### config.mk
export PLATFORM = sky130hd
export DESIGN_NAME = matrix_saddle_point_finder
export DESIGN_NICKNAME = d
export VERILOG_FILES = /design/src/msp_pkg.sv /design/src/matrix_saddle_point_finder.sv /design/src/msp_ram.sv /design/src/msp_job_fifo.sv /design/src/msp_front.sv /design/src/msp_back.sv
export SDC_FILE = /design/constraint.sdc
export NUM_CORES = 2
export LEC_CHECK = 0
export ABC_AREA = 1
export BUFFER_PORTS_ARGS = -buffer_cell sky130_fd_sc_hd__buf_2
export CELL_PAD_IN_SITES_DETAIL_PLACEMENT = 1
export CELL_PAD_IN_SITES_GLOBAL_PLACEMENT = 1
export CORE_MARGIN = 2
export CORE_UTILIZATION = 31
export DETAILED_ROUTE_END_ITERATION = 8
export GPL_ROUTABILITY_DRIVEN = 0
export PLACE_DENSITY_LB_ADDON = 0.1
export SYNTH_ARGS = -nofsm -noshare
export SYNTH_HDL_FRONTEND = slang
export SYNTH_SLANG_ARGS = --single-unit
### constraint.sdc
create_clock -name aclk -period 7.42 [get_ports aclk]
set_input_delay 1.484 -clock aclk [delete_from_list [all_inputs] [get_ports aclk]]
set_output_delay 1.484 -clock aclk [all_outputs]
set_load 0.1 [all_outputs]
### src/msp_pkg.sv
// Shared types, constants and a helper function of the matrix saddle point finder.
package msp_pkg;

    localparam int DATA_W       = 32;
    localparam int SIZE_W       = 4;
    localparam int CFG_IDX_W    = 2;
    localparam int CFG_DATA_W   = 4;
    localparam int OUT_TDATA_W  = 40;
    localparam int DEF_MAX_ROWS = 8;
    localparam int DEF_MAX_COLS = 8;

    localparam logic [CFG_IDX_W-1:0] REG_NUM_ROWS = 2'd0;
    localparam logic [CFG_IDX_W-1:0] REG_NUM_COLS = 2'd1;

    typedef struct packed {
        logic [SIZE_W-1:0] rows;
        logic [SIZE_W-1:0] cols;
    } job_t;

    typedef struct packed {
        logic              active;
        logic [SIZE_W-1:0] row;
        logic [SIZE_W-1:0] col;
    } scan_req_t;

    typedef enum logic [1:0] {
        BK_IDLE,
        BK_READ,
        BK_CHECK,
        BK_FLUSH
    } back_state_t;

    function automatic logic [SIZE_W-1:0] clamp_size(input logic [SIZE_W-1:0] v,
                                                     input logic [SIZE_W-1:0] max_v);
        logic [SIZE_W-1:0] res;
        priority if (v == '0) begin
            res = SIZE_W'(1);
        end else if (v > max_v) begin
            res = max_v;
        end else begin
            res = v;
        end
        return res;
    endfunction

endpackage

### src/matrix_saddle_point_finder.sv
// Top level of the matrix saddle point finder: front end, job queue, matrix RAM and scan.
//
// Channel   Direction  Word contents
// s_        in         tdata[31:0] element value, row-major order
// m_        out        tdata row, column, value; tuser found; tlast end of run
// cfg_      in         index 0 row count, index 1 column count
//
// Elements are taken one per cycle while the matrix loads.
// After the final element the scan reads each element in turn through the single read port of the
// matrix RAM and can be held by an output stall; no elements are taken during the scan.
// Reset is synchronous and clears control state only; the matrix RAM needs no clearing.
// A stalled result register holds the scan, which in turn holds the input side.
module matrix_saddle_point_finder #(
    parameter int MAX_ROWS = msp_pkg::DEF_MAX_ROWS,
    parameter int MAX_COLS = msp_pkg::DEF_MAX_COLS
) (
    input  logic                            aclk,
    input  logic                            aresetn,
    input  logic                            cfg_wr_en,
    input  logic [msp_pkg::CFG_IDX_W-1:0]   cfg_index,
    input  logic [msp_pkg::CFG_DATA_W-1:0]  cfg_wdata,
    input  logic                            s_tvalid,
    output logic                            s_tready,
    input  logic [msp_pkg::DATA_W-1:0]      s_tdata,   // [31:0] element_value
    output logic                            m_tvalid,
    input  logic                            m_tready,
    output logic [msp_pkg::OUT_TDATA_W-1:0] m_tdata,   // [3:0] row, [7:4] column, [39:8] value
    output logic                            m_tuser,   // [0] found
    output logic                            m_tlast
);
    import msp_pkg::*;

    localparam int DEPTH  = MAX_ROWS * MAX_COLS;
    localparam int ADDR_W = (DEPTH > 1) ? $clog2(DEPTH) : 1;

    logic                     ram_wr_en;
    logic [ADDR_W-1:0]        ram_wr_addr;
    logic [DATA_W-1:0]        ram_wr_data;
    logic [ADDR_W-1:0]        ram_rd_addr;
    logic [DATA_W-1:0]        ram_rd_data;
    logic                     job_push;
    job_t                     push_job;
    job_t                     head_job;
    logic                     job_pop;
    logic                     fifo_empty;
    scan_req_t                scan_req;
    logic signed [DATA_W-1:0] row_min;
    logic signed [DATA_W-1:0] col_max;

    msp_front #(
        .MAX_ROWS (MAX_ROWS),
        .MAX_COLS (MAX_COLS),
        .ADDR_W   (ADDR_W)
    ) u_front (
        .aclk        (aclk),
        .aresetn     (aresetn),
        .cfg_wr_en   (cfg_wr_en),
        .cfg_index   (cfg_index),
        .cfg_wdata   (cfg_wdata),
        .s_tvalid    (s_tvalid),
        .s_tready    (s_tready),
        .s_tdata     (s_tdata),
        .ram_wr_en   (ram_wr_en),
        .ram_wr_addr (ram_wr_addr),
        .ram_wr_data (ram_wr_data),
        .job_push    (job_push),
        .job         (push_job),
        .fifo_empty  (fifo_empty),
        .scan_req    (scan_req),
        .row_min     (row_min),
        .col_max     (col_max)
    );

    msp_job_fifo u_job_fifo (
        .aclk     (aclk),
        .aresetn  (aresetn),
        .push     (job_push),
        .push_job (push_job),
        .pop      (job_pop),
        .head_job (head_job),
        .empty    (fifo_empty)
    );

    msp_ram #(
        .WIDTH  (DATA_W),
        .DEPTH  (DEPTH),
        .ADDR_W (ADDR_W)
    ) u_matrix_ram (
        .aclk    (aclk),
        .wr_en   (ram_wr_en),
        .wr_addr (ram_wr_addr),
        .wr_data (ram_wr_data),
        .rd_addr (ram_rd_addr),
        .rd_data (ram_rd_data)
    );

    msp_back #(
        .MAX_COLS (MAX_COLS),
        .ADDR_W   (ADDR_W)
    ) u_back (
        .aclk        (aclk),
        .aresetn     (aresetn),
        .job_valid   (!fifo_empty),
        .job         (head_job),
        .job_pop     (job_pop),
        .ram_rd_addr (ram_rd_addr),
        .ram_rd_data (ram_rd_data),
        .scan_req    (scan_req),
        .row_min     (row_min),
        .col_max     (col_max),
        .m_tvalid    (m_tvalid),
        .m_tready    (m_tready),
        .m_tdata     (m_tdata),
        .m_tuser     (m_tuser),
        .m_tlast     (m_tlast)
    );

`ifndef NO_ASSERTIONS
    a_no_intake_during_scan: assert property (@(posedge aclk) disable iff (!aresetn)
        scan_req.active |-> !s_tready)
        else $error("element taken while a scan is running");

    a_push_into_empty_queue: assert property (@(posedge aclk) disable iff (!aresetn)
        job_push |-> fifo_empty)
        else $error("scan job queued behind another");

    a_none_result_shape: assert property (@(posedge aclk) disable iff (!aresetn)
        (m_tvalid && !m_tuser) |-> (m_tlast && (m_tdata == '0)))
        else $error("empty result is not a lone zero word");

    a_found_indices_set: assert property (@(posedge aclk) disable iff (!aresetn)
        (m_tvalid && m_tuser) |-> ((m_tdata[3:0] != 4'd0) && (m_tdata[7:4] != 4'd0)))
        else $error("saddle point result with a zero index");
`endif

endmodule

### src/msp_ram.sv
// Generic simple dual-port RAM with one write port and a registered read port.
module msp_ram #(
    parameter int WIDTH  = 32,
    parameter int DEPTH  = 64,
    parameter int ADDR_W = (DEPTH > 1) ? $clog2(DEPTH) : 1
) (
    input  logic              aclk,
    input  logic              wr_en,
    input  logic [ADDR_W-1:0] wr_addr,
    input  logic [WIDTH-1:0]  wr_data,
    input  logic [ADDR_W-1:0] rd_addr,
    output logic [WIDTH-1:0]  rd_data
);

    logic [WIDTH-1:0] mem_reg [DEPTH];
    logic [WIDTH-1:0] rd_data_reg;

    always_ff @(posedge aclk) begin
        if (wr_en) begin
            mem_reg[wr_addr] <= wr_data;
        end
        rd_data_reg <= mem_reg[rd_addr];
    end

    assign rd_data = rd_data_reg;

endmodule

### src/msp_job_fifo.sv
// Two-entry queue of scan jobs between the load front end and the scan back end.
module msp_job_fifo (
    input  logic          aclk,
    input  logic          aresetn,
    input  logic          push,
    input  msp_pkg::job_t push_job,
    input  logic          pop,
    output msp_pkg::job_t head_job,
    output logic          empty
);
    import msp_pkg::*;

    job_t        mem_reg [2];
    logic        wr_ptr_reg, wr_ptr_next;
    logic        rd_ptr_reg, rd_ptr_next;
    logic [1:0]  count_reg, count_next;
    logic        do_push;
    logic        do_pop;

    assign do_push = push && (count_reg != 2'd2);
    assign do_pop  = pop && (count_reg != 2'd0);

    always_comb begin
        wr_ptr_next = do_push ? ~wr_ptr_reg : wr_ptr_reg;
        rd_ptr_next = do_pop ? ~rd_ptr_reg : rd_ptr_reg;
        count_next  = count_reg + 2'(do_push) - 2'(do_pop);
    end

    always_ff @(posedge aclk) begin
        if (!aresetn) begin
            wr_ptr_reg <= 1'b0;
            rd_ptr_reg <= 1'b0;
            count_reg  <= 2'd0;
        end else begin
            wr_ptr_reg <= wr_ptr_next;
            rd_ptr_reg <= rd_ptr_next;
            count_reg  <= count_next;
        end
    end

    always_ff @(posedge aclk) begin
        if (do_push) begin
            mem_reg[wr_ptr_reg] <= push_job;
        end
    end

    assign head_job = mem_reg[rd_ptr_reg];
    assign empty    = (count_reg == 2'd0);

endmodule

### src/msp_front.sv
// Load front end: size registers, element intake, row minima and column maxima.
module msp_front #(
    parameter int MAX_ROWS = msp_pkg::DEF_MAX_ROWS,
    parameter int MAX_COLS = msp_pkg::DEF_MAX_COLS,
    parameter int ADDR_W   = 6
) (
    input  logic                            aclk,
    input  logic                            aresetn,
    input  logic                            cfg_wr_en,
    input  logic [msp_pkg::CFG_IDX_W-1:0]   cfg_index,
    input  logic [msp_pkg::CFG_DATA_W-1:0]  cfg_wdata,
    input  logic                            s_tvalid,
    output logic                            s_tready,
    input  logic [msp_pkg::DATA_W-1:0]      s_tdata,
    output logic                            ram_wr_en,
    output logic [ADDR_W-1:0]               ram_wr_addr,
    output logic [msp_pkg::DATA_W-1:0]      ram_wr_data,
    output logic                            job_push,
    output msp_pkg::job_t                   job,
    input  logic                            fifo_empty,
    input  msp_pkg::scan_req_t              scan_req,
    output logic signed [msp_pkg::DATA_W-1:0] row_min,
    output logic signed [msp_pkg::DATA_W-1:0] col_max
);
    import msp_pkg::*;

    localparam int ROW_W = (MAX_ROWS > 1) ? $clog2(MAX_ROWS) : 1;
    localparam int COL_W = (MAX_COLS > 1) ? $clog2(MAX_COLS) : 1;
    localparam logic [SIZE_W-1:0] ROWS_MAX = SIZE_W'(MAX_ROWS);
    localparam logic [SIZE_W-1:0] COLS_MAX = SIZE_W'(MAX_COLS);
    localparam logic [ADDR_W-1:0] COLS_STRIDE = ADDR_W'(MAX_COLS);

    logic [SIZE_W-1:0]        num_rows_reg, num_rows_next;
    logic [SIZE_W-1:0]        num_cols_reg, num_cols_next;
    logic [ROW_W-1:0]         load_row_reg, load_row_next;
    logic [COL_W-1:0]         load_col_reg, load_col_next;
    logic signed [DATA_W-1:0] row_min_reg [MAX_ROWS];
    logic signed [DATA_W-1:0] col_max_reg [MAX_COLS];

    logic [SIZE_W-1:0]        rows_c;
    logic [SIZE_W-1:0]        cols_c;
    logic                     accept;
    logic signed [DATA_W-1:0] value;
    logic                     col_last;
    logic                     row_last;
    logic [ROW_W-1:0]         rd_row;
    logic [COL_W-1:0]         rd_col;
    logic                     row_min_wr;
    logic                     col_max_wr;

    assign rows_c   = clamp_size(num_rows_reg, ROWS_MAX);
    assign cols_c   = clamp_size(num_cols_reg, COLS_MAX);
    assign s_tready = fifo_empty && !scan_req.active;
    assign accept   = s_tvalid && s_tready;
    assign value    = s_tdata;

    assign col_last = (SIZE_W'(load_col_reg) + SIZE_W'(1)) == cols_c;
    assign row_last = (SIZE_W'(load_row_reg) + SIZE_W'(1)) == rows_c;

    // The scan owns the read index while it runs; intake is held off then.
    assign rd_row  = scan_req.active ? scan_req.row[ROW_W-1:0] : load_row_reg;
    assign rd_col  = scan_req.active ? scan_req.col[COL_W-1:0] : load_col_reg;
    assign row_min = row_min_reg[rd_row];
    assign col_max = col_max_reg[rd_col];

    assign row_min_wr = accept && ((load_col_reg == '0) || (value < row_min));
    assign col_max_wr = accept && ((load_row_reg == '0) || (value > col_max));

    assign ram_wr_en   = accept;
    assign ram_wr_addr = ADDR_W'(load_row_reg) * COLS_STRIDE + ADDR_W'(load_col_reg);
    assign ram_wr_data = s_tdata;

    assign job_push = accept && col_last && row_last;
    assign job.rows = rows_c;
    assign job.cols = cols_c;

    always_comb begin
        num_rows_next = num_rows_reg;
        num_cols_next = num_cols_reg;
        load_row_next = load_row_reg;
        load_col_next = load_col_reg;
        if (accept) begin
            if (col_last) begin
                load_col_next = '0;
                load_row_next = row_last ? '0 : load_row_reg + ROW_W'(1);
            end else begin
                load_col_next = load_col_reg + COL_W'(1);
            end
        end
        if (cfg_wr_en && (cfg_index == REG_NUM_ROWS)) begin
            num_rows_next = cfg_wdata;
            load_row_next = '0;
            load_col_next = '0;
        end else if (cfg_wr_en && (cfg_index == REG_NUM_COLS)) begin
            num_cols_next = cfg_wdata;
            load_row_next = '0;
            load_col_next = '0;
        end
    end

    always_ff @(posedge aclk) begin
        if (!aresetn) begin
            num_rows_reg <= SIZE_W'(1);
            num_cols_reg <= SIZE_W'(1);
            load_row_reg <= '0;
            load_col_reg <= '0;
        end else begin
            num_rows_reg <= num_rows_next;
            num_cols_reg <= num_cols_next;
            load_row_reg <= load_row_next;
            load_col_reg <= load_col_next;
        end
    end

    always_ff @(posedge aclk) begin
        if (row_min_wr) begin
            row_min_reg[load_row_reg] <= value;
        end
        if (col_max_wr) begin
            col_max_reg[load_col_reg] <= value;
        end
    end

endmodule

### src/msp_back.sv
// Scan back end: walks the stored matrix, tests each element and drives the result stream.
module msp_back #(
    parameter int MAX_COLS = msp_pkg::DEF_MAX_COLS,
    parameter int ADDR_W   = 6
) (
    input  logic                              aclk,
    input  logic                              aresetn,
    input  logic                              job_valid,
    input  msp_pkg::job_t                     job,
    output logic                              job_pop,
    output logic [ADDR_W-1:0]                 ram_rd_addr,
    input  logic signed [msp_pkg::DATA_W-1:0] ram_rd_data,
    output msp_pkg::scan_req_t                scan_req,
    input  logic signed [msp_pkg::DATA_W-1:0] row_min,
    input  logic signed [msp_pkg::DATA_W-1:0] col_max,
    output logic                              m_tvalid,
    input  logic                              m_tready,
    output logic [msp_pkg::OUT_TDATA_W-1:0]   m_tdata,
    output logic                              m_tuser,
    output logic                              m_tlast
);
    import msp_pkg::*;

    localparam logic [ADDR_W-1:0] COLS_STRIDE = ADDR_W'(MAX_COLS);

    back_state_t              state_reg, state_next;
    logic [SIZE_W-1:0]        i_reg, i_next;
    logic [SIZE_W-1:0]        j_reg, j_next;
    logic [SIZE_W-1:0]        rows_reg, rows_next;
    logic [SIZE_W-1:0]        cols_reg, cols_next;
    logic                     pend_valid_reg, pend_valid_next;
    logic [SIZE_W-1:0]        pend_row_reg, pend_row_next;
    logic [SIZE_W-1:0]        pend_col_reg, pend_col_next;
    logic [DATA_W-1:0]        pend_value_reg, pend_value_next;
    logic                     out_valid_reg, out_valid_next;
    logic                     out_found_reg, out_found_next;
    logic [SIZE_W-1:0]        out_row_reg, out_row_next;
    logic [SIZE_W-1:0]        out_col_reg, out_col_next;
    logic [DATA_W-1:0]        out_value_reg, out_value_next;
    logic                     out_last_reg, out_last_next;

    logic                     out_free;
    logic                     match;
    logic                     need_out;
    logic                     proceed;
    logic                     scan_end;
    logic                     col_end;

    assign out_free = !out_valid_reg || m_tready;
    assign match    = (ram_rd_data == row_min) && (ram_rd_data == col_max);
    assign need_out = match && pend_valid_reg;
    assign proceed  = !need_out || out_free;
    assign col_end  = (j_reg + SIZE_W'(1)) == cols_reg;
    assign scan_end = col_end && ((i_reg + SIZE_W'(1)) == rows_reg);

    assign ram_rd_addr     = ADDR_W'(i_reg) * COLS_STRIDE + ADDR_W'(j_reg);
    assign scan_req.active = (state_reg != BK_IDLE);
    assign scan_req.row    = i_reg;
    assign scan_req.col    = j_reg;

    always_comb begin
        state_next = state_reg;
        unique case (state_reg)
            BK_IDLE: begin
                if (job_valid) begin
                    state_next = BK_READ;
                end
            end
            BK_READ: begin
                state_next = BK_CHECK;
            end
            BK_CHECK: begin
                if (proceed) begin
                    state_next = scan_end ? BK_FLUSH : BK_READ;
                end
            end
            BK_FLUSH: begin
                if (out_free) begin
                    state_next = BK_IDLE;
                end
            end
            default: begin
                state_next = BK_IDLE;
            end
        endcase
    end

    always_comb begin
        job_pop         = 1'b0;
        i_next          = i_reg;
        j_next          = j_reg;
        rows_next       = rows_reg;
        cols_next       = cols_reg;
        pend_valid_next = pend_valid_reg;
        pend_row_next   = pend_row_reg;
        pend_col_next   = pend_col_reg;
        pend_value_next = pend_value_reg;
        out_valid_next  = out_valid_reg && !m_tready;
        out_found_next  = out_found_reg;
        out_row_next    = out_row_reg;
        out_col_next    = out_col_reg;
        out_value_next  = out_value_reg;
        out_last_next   = out_last_reg;
        unique case (state_reg)
            BK_IDLE: begin
                if (job_valid) begin
                    job_pop         = 1'b1;
                    rows_next       = job.rows;
                    cols_next       = job.cols;
                    i_next          = '0;
                    j_next          = '0;
                    pend_valid_next = 1'b0;
                end
            end
            BK_READ: begin
            end
            BK_CHECK: begin
                if (proceed) begin
                    // A new match releases the one held before it, which is then not the last.
                    if (need_out) begin
                        out_valid_next = 1'b1;
                        out_found_next = 1'b1;
                        out_row_next   = pend_row_reg;
                        out_col_next   = pend_col_reg;
                        out_value_next = pend_value_reg;
                        out_last_next  = 1'b0;
                    end
                    if (match) begin
                        pend_valid_next = 1'b1;
                        pend_row_next   = i_reg + SIZE_W'(1);
                        pend_col_next   = j_reg + SIZE_W'(1);
                        pend_value_next = ram_rd_data;
                    end
                    if (!scan_end) begin
                        if (col_end) begin
                            j_next = '0;
                            i_next = i_reg + SIZE_W'(1);
                        end else begin
                            j_next = j_reg + SIZE_W'(1);
                        end
                    end
                end
            end
            BK_FLUSH: begin
                if (out_free) begin
                    out_valid_next  = 1'b1;
                    out_found_next  = pend_valid_reg;
                    out_row_next    = pend_valid_reg ? pend_row_reg : '0;
                    out_col_next    = pend_valid_reg ? pend_col_reg : '0;
                    out_value_next  = pend_valid_reg ? pend_value_reg : '0;
                    out_last_next   = 1'b1;
                    pend_valid_next = 1'b0;
                end
            end
            default: begin
            end
        endcase
    end

    always_ff @(posedge aclk) begin
        if (!aresetn) begin
            state_reg      <= BK_IDLE;
            pend_valid_reg <= 1'b0;
            out_valid_reg  <= 1'b0;
        end else begin
            state_reg      <= state_next;
            pend_valid_reg <= pend_valid_next;
            out_valid_reg  <= out_valid_next;
        end
    end

    always_ff @(posedge aclk) begin
        i_reg          <= i_next;
        j_reg          <= j_next;
        rows_reg       <= rows_next;
        cols_reg       <= cols_next;
        pend_row_reg   <= pend_row_next;
        pend_col_reg   <= pend_col_next;
        pend_value_reg <= pend_value_next;
        out_found_reg  <= out_found_next;
        out_row_reg    <= out_row_next;
        out_col_reg    <= out_col_next;
        out_value_reg  <= out_value_next;
        out_last_reg   <= out_last_next;
    end

    assign m_tvalid = out_valid_reg;
    assign m_tuser  = out_found_reg;
    assign m_tlast  = out_last_reg;
    assign m_tdata  = {out_value_reg, out_col_reg, out_row_reg};

endmodule

==> results by group <==
Placement
  – Placed Cells: 13600
  – Post-DP HPWL: 260 mm
  – Pre-CTS WS: 1.62 ns
  – DP Area: 118000 µm²
  – IO buf count: 86

Yosys
  – Post-Syn Area: 111000 µm²
  – Sequential-to-total area share from yosys stat: 0.736
  – Yosys Warn Count: 0
  – Share of the synthesized area in the top cell type: 0.726
  – Synth top area cells: edfxtp_1 73%, o21ai_0 6.0%, nor2_1 5.3%, o22ai_1 3.5%, nand2_1 2.9%
  – Fraction of registers with async set/reset: 0
  – Post-synthesis cell count: 9048
  – Post-Syn Area per Cell: 12.2 µm²
  – Mapped Nets: 9164
  – Yosys reg bits: 2728
  – Post-synth EDFFs: 2674
  – Synth area leader: edfxtp_1
  – Most common cell in the netlist: edfxtp_1
  – Most instantiated cells after synthesis: 2674 x edfxtp_1, 1563 x nor2_1, 1322 x o21ai_0
  – Netlist cell types: 47
  – Main synth FF type: edfxtp_1

Layout
  – # fillers: 37700
  – Final Util: 0.359
  – Multi-input gate area: 25300 µm²
  – Non-filler instance count after layout: 14200
  – Design area: 128000 µm²
  – Share of cells above drive strength 1: 0.0979
  – Final-stage net count: 9293
  – Number of flip-flops in the largest register: 2048
  – Sequential cell area: 81400 µm²
  – Syn-to-layout area delta: 15.4%

Timing
  – Min Tclk post-route: 5.80 ns
  – Slew headroom: 0.102
  – Final Hold Fails: 0
  – Final WS setup: 1.62 ns
  – Fin Setup TNS: 0 ns
  – Final Max Slew Viols: 0
  – Skew final: 0.0434 ns
  – Slew @ Worst Pin: 1.34 ns
  – Period utilization: 0.781
  – Fin Hold WS: 0.493 ns
  – RSZ-0062 raised after global routing: false
  – Setup violators final: 0
  – Fmax: 173 MHz

Run
  – Max_cap viols: 0

CTS
  – # resized after CTS: 0
  – H-tree depth: 5
  – CTS tree: built
  – Total setup buffers inserted after CTS: 0
  – Later-pin clock latency in the skew report: 0.94 ns
  – CTS max path bufs: 4
  – CTS clk-pin slew, worst paths: 0.06 ns
  – Clock root buffer master: clkbuf_16
  – # hold bufs at CTS: 0
  – Total CTS buffers: 319
  – Sinks on Clock Net: 2728

Detailed routing
  – Initial DRC Count: 6621
  – Number of iterations in the first detailed-routing pass: 5
  – ANT nets after route: 0
  – WL/cell: 30.6 µm
  – Residual DRC: 0
  – DR vias: 74700
  – Final WL: 435 mm
  – Vias per Instance: 5.26

GRT
  – Met1 usage: 0.323
  – Total grt overflow: 0
  – GR Layer Usage met2: 0.393
  – Largest net degree at the start of global routing: 165
  – GR Util All Layers: 0.234
  – Met3 usage: 0.0229
  – Busiest grt layer: met2
  – Antenna violations before repair: 52
  – Vias in the first global route: 75600
  – Global-route wire length before repair: 603 mm

Critical path
  – Worst-path fanout max: 57
  – R2r setup slk: 1.62 ns
  – Worst setup EP type: register
  – Worst Path Arrival: 6.32 ns
  – CP Launch Type: register
  – CP required: 7.94 ns
  – Worst Setup Path Type: reg2reg

Status
  – Status: finished, final reports clean

Die
  – Die width: 601 µm
  – Row count: 219
  – Boundary Pins: 87
  – Initial Util: 0.311
  – Die height: 601 µm
  – Core Region: 355000 µm²
  – Die ar.: 361000 µm²

Power
  – Peak supply drop: 322 µV
  – Pwr Density: 443 nW/µm²
  – Pleak: 43.5 nW
  – Final Power: 56.5 mW

Min path
  – Worst hold-check path type: reg2reg
-- placed cells by master, fill, tap and decap left out, drive strengths merged --
master,instances
o21ai,1330
or2,1
xor2,7
clkinvlp,10
and2,4
o211ai,6
clkbuf,399
nor2,1566
clkinv,149
a211oi,13
ha,73
nand2,868
inv,623
nand4,23
or4,1
nor3,11
nand3,500
o21a,1
buf,360
or3,1
o32ai,36
o221a,2
dfxtp,54
o2bb2ai,1
a21oi,60
diode,12
nand3b,1
a32oi,3
o221ai,7
a22oi,1
a221oi,1
xnor2,7
nor4,5
edfxtp,2674
o22ai,623
bufinv,14
-- kinds of logic (layout without fill, tap and decap cells) --
logic type      after synthesis  after routing  synth area share
simple gates               2981           2981             0.108
flops                      2728           2728             0.736
compound gates             2084           2084             0.104
buf+inv                    1168           1555            0.0420
fa+ha+maj                    73             73           0.00826
xor+xnor                     14             14           0.00111
other cells                   0             12                 0
-- power breakdown --
part	internal (mW)	leakage, nW	switching (mW)
sequential	17.6	24.5	0.732
clock	8.57	4.80	6.58
combinational	5.53	14.1	17.5
-- worst max-delay path, stage by stage (launching register included) --
cell     delay, ns
dfxtp_1       0.39
nor2_4        0.53
nand2_2       0.26
nand2_4       0.60
buf_4         0.36
nand2_1       0.08
nand3_1       0.08
nand3_1       0.10
nand2_1       0.13
inv_1         0.05
ha_1          0.34
nand4_1       0.15
or3_1         0.15
a21oi_1       0.04
or4_1         0.39
a21oi_1       0.19
nand3_1       0.12
nand2_1       0.09
nor2_2        0.07
buf_4         0.22
nor2_4        0.90
-- routing by layer --
metal  vias up  wire, µm
met3       523     18500
met4         2     12000
li1      32800         -
met5         -        13
met1     39500    196000
met2      1841    208000
-- area by class of cell --
cell class / instances / area share
Clock inverter: 180 / 0.0110
Antenna cell: 12 / 0.000235
Sequential cell: 2728 / 0.638
Timing Repair Buffer: 360 / 0.0217
Clock buffer: 399 / 0.0661
Multi-Input combinational cell: 5152 / 0.198
Tap cell: 4751 / 0.0466
Inverter: 616 / 0.0183
-- path summary, 6_finish.rpt --
kind                           start                        end  cells past startpoint
min reg2reg  u_job_fifo.count_reg[1]    u_job_fifo.count_reg[1]                      1
min          u_job_fifo.count_reg[1]    u_job_fifo.count_reg[1]                      1
max              u_back.state_reg[1]  u_front.row_min_reg[7][5]                     20
max reg2reg      u_back.state_reg[1]  u_front.row_min_reg[7][5]                     20
No activity file was read; power rests on OpenSTA's default activity.
